--- src/hw/rtl/cdc_pkg.sv ---
// ----------------------------------------------------------------------------
// Calendar date and time counter package
// Request and result payload types, request codes and the month length table.
// ----------------------------------------------------------------------------
package cdc_pkg;

	localparam int YEAR_BITS_DEF   = 16;
	localparam int YEAR_RESET      = 1970;
	localparam int YEAR_RESET_BITS = 12;

	localparam logic [3:0] REQ_INC_MIN   = 4'd0;
	localparam logic [3:0] REQ_INC_HOUR  = 4'd1;
	localparam logic [3:0] REQ_INC_DAY   = 4'd2;
	localparam logic [3:0] REQ_INC_MONTH = 4'd3;
	localparam logic [3:0] REQ_INC_YEAR  = 4'd4;
	localparam logic [3:0] REQ_DEC_MIN   = 4'd5;
	localparam logic [3:0] REQ_DEC_HOUR  = 4'd6;
	localparam logic [3:0] REQ_DEC_DAY   = 4'd7;
	localparam logic [3:0] REQ_DEC_MONTH = 4'd8;
	localparam logic [3:0] REQ_DEC_YEAR  = 4'd9;
	localparam logic [3:0] REQ_SET_MIN   = 4'd10;
	localparam logic [3:0] REQ_SET_HOUR  = 4'd11;
	localparam logic [3:0] REQ_SET_DAY   = 4'd12;
	localparam logic [3:0] REQ_SET_MONTH = 4'd13;
	localparam logic [3:0] REQ_SET_YEAR  = 4'd14;

	localparam logic [5:0] MINUTE_LAST = 6'd59;
	localparam logic [4:0] HOUR_LAST   = 5'd23;
	localparam logic [3:0] MONTH_LAST  = 4'd12;
	localparam logic [4:0] DAY_FIRST   = 5'd1;
	localparam logic [3:0] MONTH_FIRST = 4'd1;
	localparam logic [4:0] DAY_LAST    = 5'd31;

	localparam logic [4:0] MONTH_DAYS [12] = '{
		5'd31, 5'd28, 5'd31, 5'd30, 5'd31, 5'd30,
		5'd31, 5'd31, 5'd30, 5'd31, 5'd30, 5'd31
	};

	typedef struct packed {
		logic [3:0]        req_type;
		logic signed [15:0] set_value;
	} req_t;

	typedef struct packed {
		logic [5:0]         cur_minute;
		logic [4:0]         cur_hour;
		logic [4:0]         cur_day;
		logic [3:0]         cur_month;
		logic signed [15:0] cur_year;
		logic               rejected;
	} rsp_t;

	typedef struct packed {
		logic [5:0] minute;
		logic [4:0] hour;
		logic [4:0] day;
		logic [3:0] month;
	} stamp_t;

	function automatic int year_width(int bits);
		return (bits > YEAR_RESET_BITS) ? bits : YEAR_RESET_BITS;
	endfunction

	function automatic logic [4:0] month_len(logic [3:0] mo);
		if (mo < MONTH_FIRST || mo > MONTH_LAST) begin
			return DAY_LAST;
		end
		return MONTH_DAYS[mo - 4'd1];
	endfunction

endpackage

--- src/hw/rtl/calendar_datetime_counter.sv ---
// ----------------------------------------------------------------------------
// Calendar date and time counter
// Holds minute, hour, day, month and year and applies one adjust request per
// transfer, returning the full date and time with a rejection flag.
//
// Requests arrive on the req channel and results leave on the rsp channel,
// both with valid and stall. Each accepted request gives exactly one result.
// A request is captured in an input register; once the result register is
// free, the next-state logic updates the stored date and loads the result
// register from it. One request is taken in every cycle while the rsp side
// keeps up; the update loop through the stored date and time sets the rate.
// When the receiver stalls, the result register holds its item, the captured
// request waits behind it, and req_stall rises only once both are full.
// Reset sets the date to 01/01/1970 00:00 and empties both registers.
// ----------------------------------------------------------------------------
module calendar_datetime_counter #(
	parameter int YEAR_BITS = cdc_pkg::YEAR_BITS_DEF
) (
	input  logic          clk,
	input  logic          arst_n,
	input  logic          req_valid,
	output logic          req_stall,
	input  cdc_pkg::req_t req,
	output logic          rsp_valid,
	input  logic          rsp_stall,
	output cdc_pkg::rsp_t rsp
);
	import cdc_pkg::*;

	localparam int YW = year_width(YEAR_BITS);
	localparam logic signed [YW-1:0] YEAR_INIT = YW'(YEAR_RESET);

	req_t req_s1;
	logic valid_s1;
	rsp_t rsp_q;
	logic rsp_valid_q;
	stamp_t stamp_q, stamp_nxt;
	logic signed [YW-1:0] year_q, year_nxt;
	logic signed [YW+15:0] year_wide;
	logic rej_nxt;
	logic out_free, move;

	assign out_free  = !rsp_valid_q || !rsp_stall;
	assign move      = valid_s1 && out_free;
	assign req_stall = valid_s1 && !out_free;
	assign rsp_valid = rsp_valid_q;
	assign rsp       = rsp_q;

	cdc_next #(
		.YEAR_BITS(YEAR_BITS),
		.YW       (YW)
	) u_next (
		.req     (req_s1),
		.cur     (stamp_q),
		.cur_year(year_q),
		.nxt     (stamp_nxt),
		.nxt_year(year_nxt),
		.rejected(rej_nxt)
	);

	assign year_wide = (YW + 16)'(year_nxt);

	always_ff @(posedge clk or negedge arst_n) begin
		if (!arst_n) begin
			valid_s1    <= 1'b0;
			rsp_valid_q <= 1'b0;
			stamp_q     <= '{minute: 6'd0, hour: 5'd0, day: DAY_FIRST, month: MONTH_FIRST};
			year_q      <= YEAR_INIT;
		end else begin
			if (req_valid && !req_stall) begin
				valid_s1 <= 1'b1;
			end else if (move) begin
				valid_s1 <= 1'b0;
			end
			if (move) begin
				rsp_valid_q <= 1'b1;
				stamp_q     <= stamp_nxt;
				year_q      <= year_nxt;
			end else if (!rsp_stall) begin
				rsp_valid_q <= 1'b0;
			end
		end
	end

	always_ff @(posedge clk) begin
		if (req_valid && !req_stall) begin
			req_s1 <= req;
		end
		if (move) begin
			rsp_q.cur_minute <= stamp_nxt.minute;
			rsp_q.cur_hour   <= stamp_nxt.hour;
			rsp_q.cur_day    <= stamp_nxt.day;
			rsp_q.cur_month  <= stamp_nxt.month;
			rsp_q.cur_year   <= year_wide[15:0];
			rsp_q.rejected   <= rej_nxt;
		end
	end

`ifndef SYNTHESIS
	a_stamp_range: assert property (@(posedge clk) disable iff (!arst_n)
		(stamp_q.minute <= MINUTE_LAST) && (stamp_q.hour <= HOUR_LAST) &&
		(stamp_q.month >= MONTH_FIRST) && (stamp_q.month <= MONTH_LAST) &&
		(stamp_q.day >= DAY_FIRST) && (stamp_q.day <= DAY_LAST))
		else $error("stored date or time left its range");

	a_reject_holds: assert property (@(posedge clk) disable iff (!arst_n)
		(move && rej_nxt) |=> ($stable(stamp_q) && $stable(year_q)))
		else $error("rejected request changed the stored date");

	a_stall_full: assert property (@(posedge clk) disable iff (!arst_n)
		req_stall |-> (rsp_valid && valid_s1))
		else $error("request stalled while a register was free");
`endif

endmodule

--- src/hw/rtl/cdc_next.sv ---
// ----------------------------------------------------------------------------
// Calendar date and time counter next-state logic
// Applies one step, borrow or set request to the stored date and time.
// ----------------------------------------------------------------------------
module cdc_next #(
	parameter int YEAR_BITS = cdc_pkg::YEAR_BITS_DEF,
	parameter int YW        = cdc_pkg::year_width(YEAR_BITS)
) (
	input  cdc_pkg::req_t          req,
	input  cdc_pkg::stamp_t        cur,
	input  logic signed [YW-1:0]   cur_year,
	output cdc_pkg::stamp_t        nxt,
	output logic signed [YW-1:0]   nxt_year,
	output logic                   rejected
);
	import cdc_pkg::*;

	localparam int CW = ((YW > 16) ? YW : 16) + 1;
	localparam longint YMAX_L = (longint'(1) << (YEAR_BITS - 1)) - longint'(1);
	localparam logic signed [CW-1:0] YMAX = CW'(YMAX_L);
	localparam logic signed [CW-1:0] YMIN = CW'(-YMAX_L - longint'(1));

	logic [4:0] len_cur;
	logic inc_mi, inc_h, inc_d, inc_mo, inc_y;
	logic dec_mi, dec_h, dec_d, dec_mo, dec_y;
	logic c_mi, c_h, c_d, c_mo;
	logic b_mi, b_h, b_d, b_mo;
	stamp_t step;
	logic signed [CW-1:0] year_ext, year_sum, v_ext;
	logic year_ovf;
	logic [14:0] v_mag;
	logic v_neg;

	always_comb begin
		len_cur = month_len(cur.month);

		inc_mi = req.req_type == REQ_INC_MIN;
		c_mi   = inc_mi && (cur.minute >= MINUTE_LAST);
		inc_h  = (req.req_type == REQ_INC_HOUR) || c_mi;
		c_h    = inc_h && (cur.hour >= HOUR_LAST);
		inc_d  = (req.req_type == REQ_INC_DAY) || c_h;
		c_d    = inc_d && (cur.day >= len_cur);
		inc_mo = (req.req_type == REQ_INC_MONTH) || c_d;
		c_mo   = inc_mo && (cur.month >= MONTH_LAST);
		inc_y  = (req.req_type == REQ_INC_YEAR) || c_mo;

		dec_mi = req.req_type == REQ_DEC_MIN;
		b_mi   = dec_mi && (cur.minute == 6'd0);
		dec_h  = (req.req_type == REQ_DEC_HOUR) || b_mi;
		b_h    = dec_h && (cur.hour == 5'd0);
		dec_d  = (req.req_type == REQ_DEC_DAY) || b_h;
		b_d    = dec_d && (cur.day <= DAY_FIRST);
		dec_mo = (req.req_type == REQ_DEC_MONTH) || b_d;
		b_mo   = dec_mo && (cur.month <= MONTH_FIRST);
		dec_y  = (req.req_type == REQ_DEC_YEAR) || b_mo;

		step = cur;
		if (inc_mi) begin
			step.minute = c_mi ? 6'd0 : cur.minute + 6'd1;
		end else if (dec_mi) begin
			step.minute = b_mi ? MINUTE_LAST : cur.minute - 6'd1;
		end
		if (inc_h) begin
			step.hour = c_h ? 5'd0 : cur.hour + 5'd1;
		end else if (dec_h) begin
			step.hour = b_h ? HOUR_LAST : cur.hour - 5'd1;
		end
		if (inc_mo) begin
			step.month = c_mo ? MONTH_FIRST : cur.month + 4'd1;
		end else if (dec_mo) begin
			step.month = b_mo ? MONTH_LAST : cur.month - 4'd1;
		end
		if (inc_d) begin
			step.day = c_d ? DAY_FIRST : cur.day + 5'd1;
		end else if (dec_d) begin
			step.day = b_d ? month_len(step.month) : cur.day - 5'd1;
		end

		year_ext = CW'(cur_year);
		year_sum = year_ext + CW'(inc_y) - CW'(dec_y);
		year_ovf = (year_sum > YMAX) || (year_sum < YMIN);

		v_ext = CW'(req.set_value);
		v_neg = req.set_value[15];
		v_mag = req.set_value[14:0];

		nxt      = cur;
		nxt_year = cur_year;
		rejected = 1'b0;
		unique case (req.req_type)
			REQ_INC_MIN, REQ_INC_HOUR, REQ_INC_DAY, REQ_INC_MONTH, REQ_INC_YEAR,
			REQ_DEC_MIN, REQ_DEC_HOUR, REQ_DEC_DAY, REQ_DEC_MONTH, REQ_DEC_YEAR: begin
				if (year_ovf) begin
					rejected = 1'b1;
				end else begin
					nxt      = step;
					nxt_year = year_sum[YW-1:0];
				end
			end
			REQ_SET_MIN: begin
				if (!v_neg && v_mag <= 15'(MINUTE_LAST)) begin
					nxt.minute = req.set_value[5:0];
				end else begin
					rejected = 1'b1;
				end
			end
			REQ_SET_HOUR: begin
				if (!v_neg && v_mag <= 15'(HOUR_LAST)) begin
					nxt.hour = req.set_value[4:0];
				end else begin
					rejected = 1'b1;
				end
			end
			REQ_SET_DAY: begin
				if (!v_neg && v_mag != 15'd0 && v_mag <= 15'(len_cur)) begin
					nxt.day = req.set_value[4:0];
				end else begin
					rejected = 1'b1;
				end
			end
			REQ_SET_MONTH: begin
				if (!v_neg && v_mag != 15'd0 && v_mag <= 15'(MONTH_LAST)) begin
					nxt.month = req.set_value[3:0];
				end else begin
					rejected = 1'b1;
				end
			end
			REQ_SET_YEAR: begin
				if (v_ext >= YMIN && v_ext <= YMAX) begin
					nxt_year = v_ext[YW-1:0];
				end else begin
					rejected = 1'b1;
				end
			end
			default: begin
			end
		endcase
	end

endmodule

--- config.mk ---
export PLATFORM = sky130hd
export DESIGN_NAME = calendar_datetime_counter
export DESIGN_NICKNAME = d
export VERILOG_FILES = /design/src/hw/rtl/cdc_pkg.sv /design/src/hw/rtl/calendar_datetime_counter.sv /design/src/hw/rtl/cdc_next.sv
export SDC_FILE = /design/constraint.sdc
export NUM_CORES = 1
export LEC_CHECK = 0
export ABC_CLOCK_PERIOD_IN_PS = 5500
export BUFFER_PORTS_ARGS = -buffer_cell sky130_fd_sc_hd__buf_4
export CORE_MARGIN = 1
export CORE_UTILIZATION = 45
export CTS_BUF_LIST = sky130_fd_sc_hd__clkbuf_4
export CTS_CLUSTER_DIAMETER = 30
export DETAILED_ROUTE_END_ITERATION = 6
export GPL_ROUTABILITY_DRIVEN = 0
export HOLD_SLACK_MARGIN = 0.12
export PLACE_DENSITY = 0.66
export SYNTH_ARGS = -nofsm -noshare
export SYNTH_HDL_FRONTEND = slang
export SYNTH_SLANG_ARGS = --single-unit
--- constraint.sdc ---
create_clock -name clk -period 5.5 [get_ports clk]
set_clock_uncertainty 0.15 [all_clocks]
set_input_delay 0.55 -clock clk [delete_from_list [all_inputs] [get_ports clk]]
set_output_delay 0.55 -clock clk [all_outputs]
set_load 0.05 [all_outputs]
==> results.tsv, run 1 <==
stage	metric	value	unit
sta	Slew Limit Fails	0	
worst_hold_path	hold path cells	1	
critical_path	Worst path most repeated cell	ha_4	
yosys	YS warnings	0	
global_routing	Total GRT Usage	25.47	%
yosys	Synth Instances	714	
sta	worst-margin pin slew	1.183	ns
finish	Final Non-Filler Cells	1026	
sta	max frequency	180.0	MHz
cts	clk sink count	95	
finish	Fillers	1217	
yosys	Synth Area per Inst	9.326	um2
cts	CTS clk-pin slew, worst paths	0.16	ns
yosys	Area contributors post-synth	edfxtp_1, dfrtp_1, ha_1	
finish	post-route cell area	8579	um2
yosys	Primary FF master, synth	edfxtp_1	
critical_path	CP Max Fanout	6	
floorplan	Initial Util	45.99	%
finish	FF/Latch Area	2675	um2
drt	Vias/cell	6.148	
placed_design	Place WS	-0.1719	ns
sta	Final Cycle Share	101.0	%
global_routing	gr ovfl total	0	
yosys	Async S/R FF share, synth	40.00	%
placed_design	Area after DPL	7646	um2
cts	Root Driver	clkbuf_4	
sta	Final Hold Viols	0	
drt	wire length per cell	18.64	um
drt	drt drc	0	
critical_path	FF-to-FF path depth	28	
global_routing	global-route wire length before repair	29.48	mm
cts	H-tree depth	3	
finish	n_diodes	0	
finish	area of the multi-input gates	4068	um2
finish	commonest cells after routing, fill and taps aside	buf_4, nand2_1, edfxtp_1	
critical_path	WP data arrival	5.79	ns
job	maxcap violations	0	
yosys	Yosys reg bits	95	
global_routing	initial antenna violation count	0	
floorplan	die area	15290	um2
sta	RSZ-0062 raised after global routing	true	
global_routing	vias in the first global route	5884	
outcome	failing checks	setup timing	
drt	Final ANT Viol Nets	0	
critical_path	CP peak stage delay	0.59	ns
drt	Via Count	6308	
floorplan	I/O pins	63	
cts	Max clock buf depth	2	
placed_design	post-detail-place hpwl	13.01	mm
critical_path	crit path capture type	flip-flop	
outcome	status	finished with violations	
placed_design	placed insts	965	
cts	CTS tree	yes	
global_routing	largest net degree at the start of global routing	54	
drt	drt pass-1 iters	7	
worst_hold_path	min-delay worst type	flip-flop to flip-flop	
yosys	synth unique cells	87	
critical_path	WS Path Type	flip-flop to flip-flop	
critical_path	critical path depth	28	
yosys	Synth area leader	edfxtp_1	
cts	worst-skew pair later-pin latency	0.50	ns
drt	Initial DRC Count	415	
cts	total CTS buffers	9	
finish	share of post-route cells with drive strength above 1	29.57	%
sta	slew margin rel.	20.90	%
floorplan	row cnt	44	
critical_path	CP required	5.73	ns
yosys	Mapped Nets	769	
floorplan	area of the core	14480	um2
finish	layout net count	892	
yosys	EDFF count, synth	57	
finish	Final Util	59.26	%
critical_path	CP delay by family, top	compound AO/OA/AOI/OAI gates	
critical_path	critical path startpoint category	flip-flop	
finish	commonest non-fill, non-tap cell in the layout	buf_4	
yosys	synthesized area	6659	um2
yosys	post-synthesis sequential area ratio	40.15	%
finish	area growth from synthesis to layout	28.84	%
sta	Final setup viols	12	
floorplan	die width	123.6	um
sta	setup slack after layout	-0.05558	ns
critical_path	CP max stage cell	dfstp_2	
sta	final worst path period need	5.556	ns
critical_path	CP bufs+invs	6	
placed_design	number of I/O port buffers	62	
drt	WL final	19.12	mm
yosys	top cell type's share of synthesized area	25.70	%
floorplan	die height	123.6	um
## registers in the layout, indices dropped and copies added (netlist names)
name       flops
req_s1        20
rsp           37
rsp_valid      1
stamp_q       20
valid_s1       1
year_q        16
## routing by layer
layer,global-route usage [%],vias to the layer above,share of wire (%)
li1,-,2961,-
met1,31.38,3046,41
met2,43.23,241,50
met3,4.579,60,5.4
met4,11.67,0,3.6
met5,0,-,0
## timing repair
item	CTS	global route
resized for setup	20	75
hold endpoints to repair	51	0
hold buffers	23	0
buffers inserted	8	14
pin swaps	18	27
setup endpoints to repair	69	71
## kinds of logic (layout without fill, tap and decap cells)
family / Yosys count / after routing / synth area share (%)
buffers and inverters: 82 / 210 / 4.885
AND/OR/NAND/NOR: 212 / 212 / 15.86
adder cells (fa/ha/maj): 31 / 31 / 5.938
multiplexers: 16 / 16 / 2.668
flip-flops: 95 / 95 / 40.15
XOR/XNOR: 17 / 17 / 2.800
AO/OA/AOI/OAI: 261 / 261 / 27.70
## area by class of cell
type	instances	share of cell area [%]
Multi-Input combinational cell	537	47.41
Sequential cell	95	31.18
Timing Repair Buffer	156	15.76
Tap cell	184	2.683
Inverter	38	1.721
Clock buffer	9	0.7875
Clock inverter	7	0.4521
## synthesized netlist by cell type, types with 4 or more instances
cell      count
nand2_1      69
o21ai_0      59
edfxtp_1     57
a21oi_1      48
nor2_1       45
inv_1        37
clkbuf_1     30
ha_1         30
dfrtp_1      29
nand3_1      20
nor3_1       17
mux2_2       14
nand2b_1     14
a21o_1       13
a22o_1       12
o211ai_1     12
a31oi_1      11
buf_2        10
xor2_1       10
dfstp_2       9
o221ai_1      9
a22oi_1       8
a211oi_1      7
a221o_1       7
o31ai_1       7
and3_1        6
o21a_1        6
and2_1        5
nor4_1        5
xnor2_1       5
a211o_1       4
a221oi_1      4
nand3b_1      4
nor2b_1       4
nor3b_1       4
o21ai_1       4
o22ai_1       4
## final timing paths
path,startpoint,to,slack [ns]
setup / recovery,stamp_q[0],stamp_q[16],-0.06
hold / removal,valid_s1,rsp_valid,0.36
setup reg to reg,stamp_q[0],stamp_q[16],-0.06
hold reg to reg,valid_s1,rsp_valid,0.36
max in group asynchronous,arst_n,stamp_q[1],4.34
min in group asynchronous,arst_n,stamp_q[11],0.42
## through the flow
stage | hold WS (ns) | setup TNS (ns)
floorplan | 0.1044 | -0.1538
global placement | 0.3211 | -0.1348
detailed placement | 0.3357 | -3.973
CTS | 0.3718 | -0.004836
global route | 0.4130 | -9.661
finish | 0.3633 | -0.3763
Power of run 1 is not shown: default switching activity piles up to over one toggle a cycle in this logic, so the estimate is an artifact.
==> run 2: changes to the inputs <==
--- a/config.mk
+++ b/config.mk
@@ -14,6 +14,7 @@
 export DETAILED_ROUTE_END_ITERATION = 6
 export GPL_ROUTABILITY_DRIVEN = 0
 export HOLD_SLACK_MARGIN = 0.12
+export MAX_ROUTING_LAYER = met4
 export PLACE_DENSITY = 0.66
 export SYNTH_ARGS = -nofsm -noshare
 export SYNTH_HDL_FRONTEND = slang
==> run 2 against run 1 <==
  * The run still ends with setup timing left
  * Routed wire length shrank 0.70%
  * Fmax grew 0.19%
  * Non-clock buffer count shrank 3
  * Highest routed layer unchanged
  * Sequential cell count is the same
  * Critical path depth is the same
  * Register-to-register slack is essentially flat
  * Via count shrank 0.59%
  * Sequential share of layout area grew 0.20 points
==> results.tsv, run 2 (synthesized netlist as in run 1, its figures left out) <==
stage	metric	value	unit	change
outcome	status	finished with violations		
outcome	failing checks	setup timing		
cts	Root Driver	clkbuf_4		
sta	RSZ-0062 raised after global routing	true		
critical_path	R2R Path Start	stamp_q[0]		
sta	setup slack after layout	-0.04510	ns	+0.01048 ns
critical_path	crit path from	stamp_q[0]		
placed_design	placed insts	965		unchanged
cts	H-tree depth	3		unchanged
critical_path	critical path startpoint category	flip-flop		
critical_path	FF-to-FF path depth	28		unchanged
floorplan	row cnt	44		unchanged
drt	wire length per cell	18.52	um	-0.60%
finish	area of the multi-input gates	4058	um2	-0.25%
finish	post-route cell area	8524	um2	-0.64%
cts	Max clock buf depth	2		unchanged
finish	FF/Latch Area	2675	um2	unchanged
critical_path	CP peak stage delay	0.59	ns	about the same
critical_path	RR Endpoint	stamp_q[18]		
sta	Final setup viols	4		-8
cts	CTS tree	yes		
drt	WL final	18.99	mm	-0.70%
floorplan	die height	123.6	um	unchanged
sta	worst-margin pin slew	1.199	ns	+0.01523 ns
drt	Final ANT Viol Nets	0		unchanged
floorplan	I/O pins	63		unchanged
finish	share of post-route cells with drive strength above 1	29.32	%	-0.25 points
drt	drt pass-1 iters	7		unchanged
global_routing	initial antenna violation count	1		+1
sta	slew margin rel.	19.88	%	-1.0 points
floorplan	area of the core	14480	um2	unchanged
critical_path	CP Max Fanout	6		unchanged
placed_design	number of I/O port buffers	62		unchanged
global_routing	gr ovfl total	0		unchanged
drt	Initial DRC Count	460		+11%
placed_design	post-detail-place hpwl	13.01	mm	unchanged
global_routing	largest net degree at the start of global routing	54		unchanged
cts	CTS clk-pin slew, worst paths	0.16	ns	about the same
critical_path	CP max stage cell	dfstp_2		
finish	commonest non-fill, non-tap cell in the layout	buf_4		
worst_hold_path	min-delay worst type	flip-flop to flip-flop		
critical_path	R2R setup slack	-0.05	ns	about the same
cts	worst-skew pair later-pin latency	0.51	ns	about the same
finish	Final Non-Filler Cells	1025		-0.097%
drt	drt drc	0		unchanged
finish	layout net count	889		-0.34%
sta	max frequency	180.3	MHz	+0.19%
sta	Final Cycle Share	100.8	%	-0.19 points
sta	Slew Limit Fails	0		unchanged
job	maxcap violations	0		unchanged
sta	Final Hold Viols	0		unchanged
sta	final worst path period need	5.545	ns	-0.01048 ns
floorplan	die area	15290	um2	unchanged
drt	Via Count	6271		-0.59%
cts	total CTS buffers	9		unchanged
critical_path	WP data arrival	5.78	ns	about the same
critical_path	crit path capture type	flip-flop		
global_routing	Total GRT Usage	26.24	%	+0.77 points
placed_design	Area after DPL	7646	um2	unchanged
critical_path	CP required	5.73	ns	about the same
finish	Final Util	58.87	%	-0.38 points
global_routing	global-route wire length before repair	29.52	mm	+0.14%
finish	number of flip-flops in the largest register	37		unchanged
critical_path	WS Path Type	flip-flop to flip-flop		
floorplan	Initial Util	45.99	%	unchanged
finish	commonest cells after routing, fill and taps aside	buf_4, nand2_1, edfxtp_1		
cts	clk sink count	95		unchanged
drt	Vias/cell	6.118		-0.49%
floorplan	die width	123.6	um	unchanged
critical_path	worst setup path end	stamp_q[18]		
finish	Fillers	1225		+0.66%
global_routing	vias in the first global route	5882		-0.034%
finish	area growth from synthesis to layout	28.02	%	
[run 2: cell types whose count changed in the layout (fill, tap and decap cells not counted), sizes merged]
cell and delta:
diode +2, buf -3
[run 2: critical path: cells and delay by family, from the launching register on]
| family | cells | cell delay [ns] |
|---|---|---|
| mux | 1 | 0.28 |
| flops | 1 | 0.59 |
| buf+inv | 5 | 0.43 |
| simple gates | 6 | 1.06 |
| compound gates | 10 | 1.62 |
| fa+ha+maj | 5 | 1.15 |
| xor+xnor | 1 | 0.12 |
[run 2: layout make-up]
class	instances	share of cell area [%]
multi-input cells	537	47.60
flip-flops and latches	95	31.38
repair buffers	153	15.28
well taps	184	2.701
inverters	38	1.732
clock buffers	9	0.7926
clock inverters	7	0.4550
diodes	2	0.05871
[run 2: worst min-delay path by stage]
stage,from,slack (ns),to,cells past startpoint
2_1_floorplan,arst_n,0.10,rsp_valid,0
3_3_place_gp,valid_s1,0.32,rsp_valid,1
3_5_place_dp,valid_s1,0.34,rsp_valid,1
4_1_cts,valid_s1,0.37,rsp_valid,1
5_1_grt,valid_s1,0.41,rsp_valid,1
6_report,valid_s1,0.37,rsp_valid,1
[run 2: what timing repair did]
item | 4_1_cts | 5_1_grt
hold buffers | 23 | 0
gates resized for setup | 20 | 62
endpoints found under the hold margin | 51 | 0
pin swaps | 18 | 20
cloned | 0 | 0
buffers inserted | 8 | 11
endpoints found under the setup margin | 69 | 71
[run 2: routing by layer]
metal | part of all wire [%] | global-route usage (%) | wire length, um | up-vias
met2 | 49 | 43.23 | 9382 | 254
met1 | 41 | 31.56 | 7741 | 3013
met5 | 0 | - | 0 | -
met4 | 3.4 | 11.60 | 649 | 0
met3 | 6.4 | 4.441 | 1213 | 50
li1 | - | - | - | 2954
[run 2: metrics by stage]
step	hold WS, ns	setup TNS, ns	worst slack, ns
floorplan	0.1044	-0.1538	-0.06051
global placement	0.3211	-0.1348	-0.03289
detailed placement	0.3357	-3.973	-0.1719
CTS	0.3718	-0.004836	-0.004836
global route	0.4137	-6.446	-0.2249
finish	0.3660	-0.1254	-0.04510
Power of run 2 is left out for the same reason.
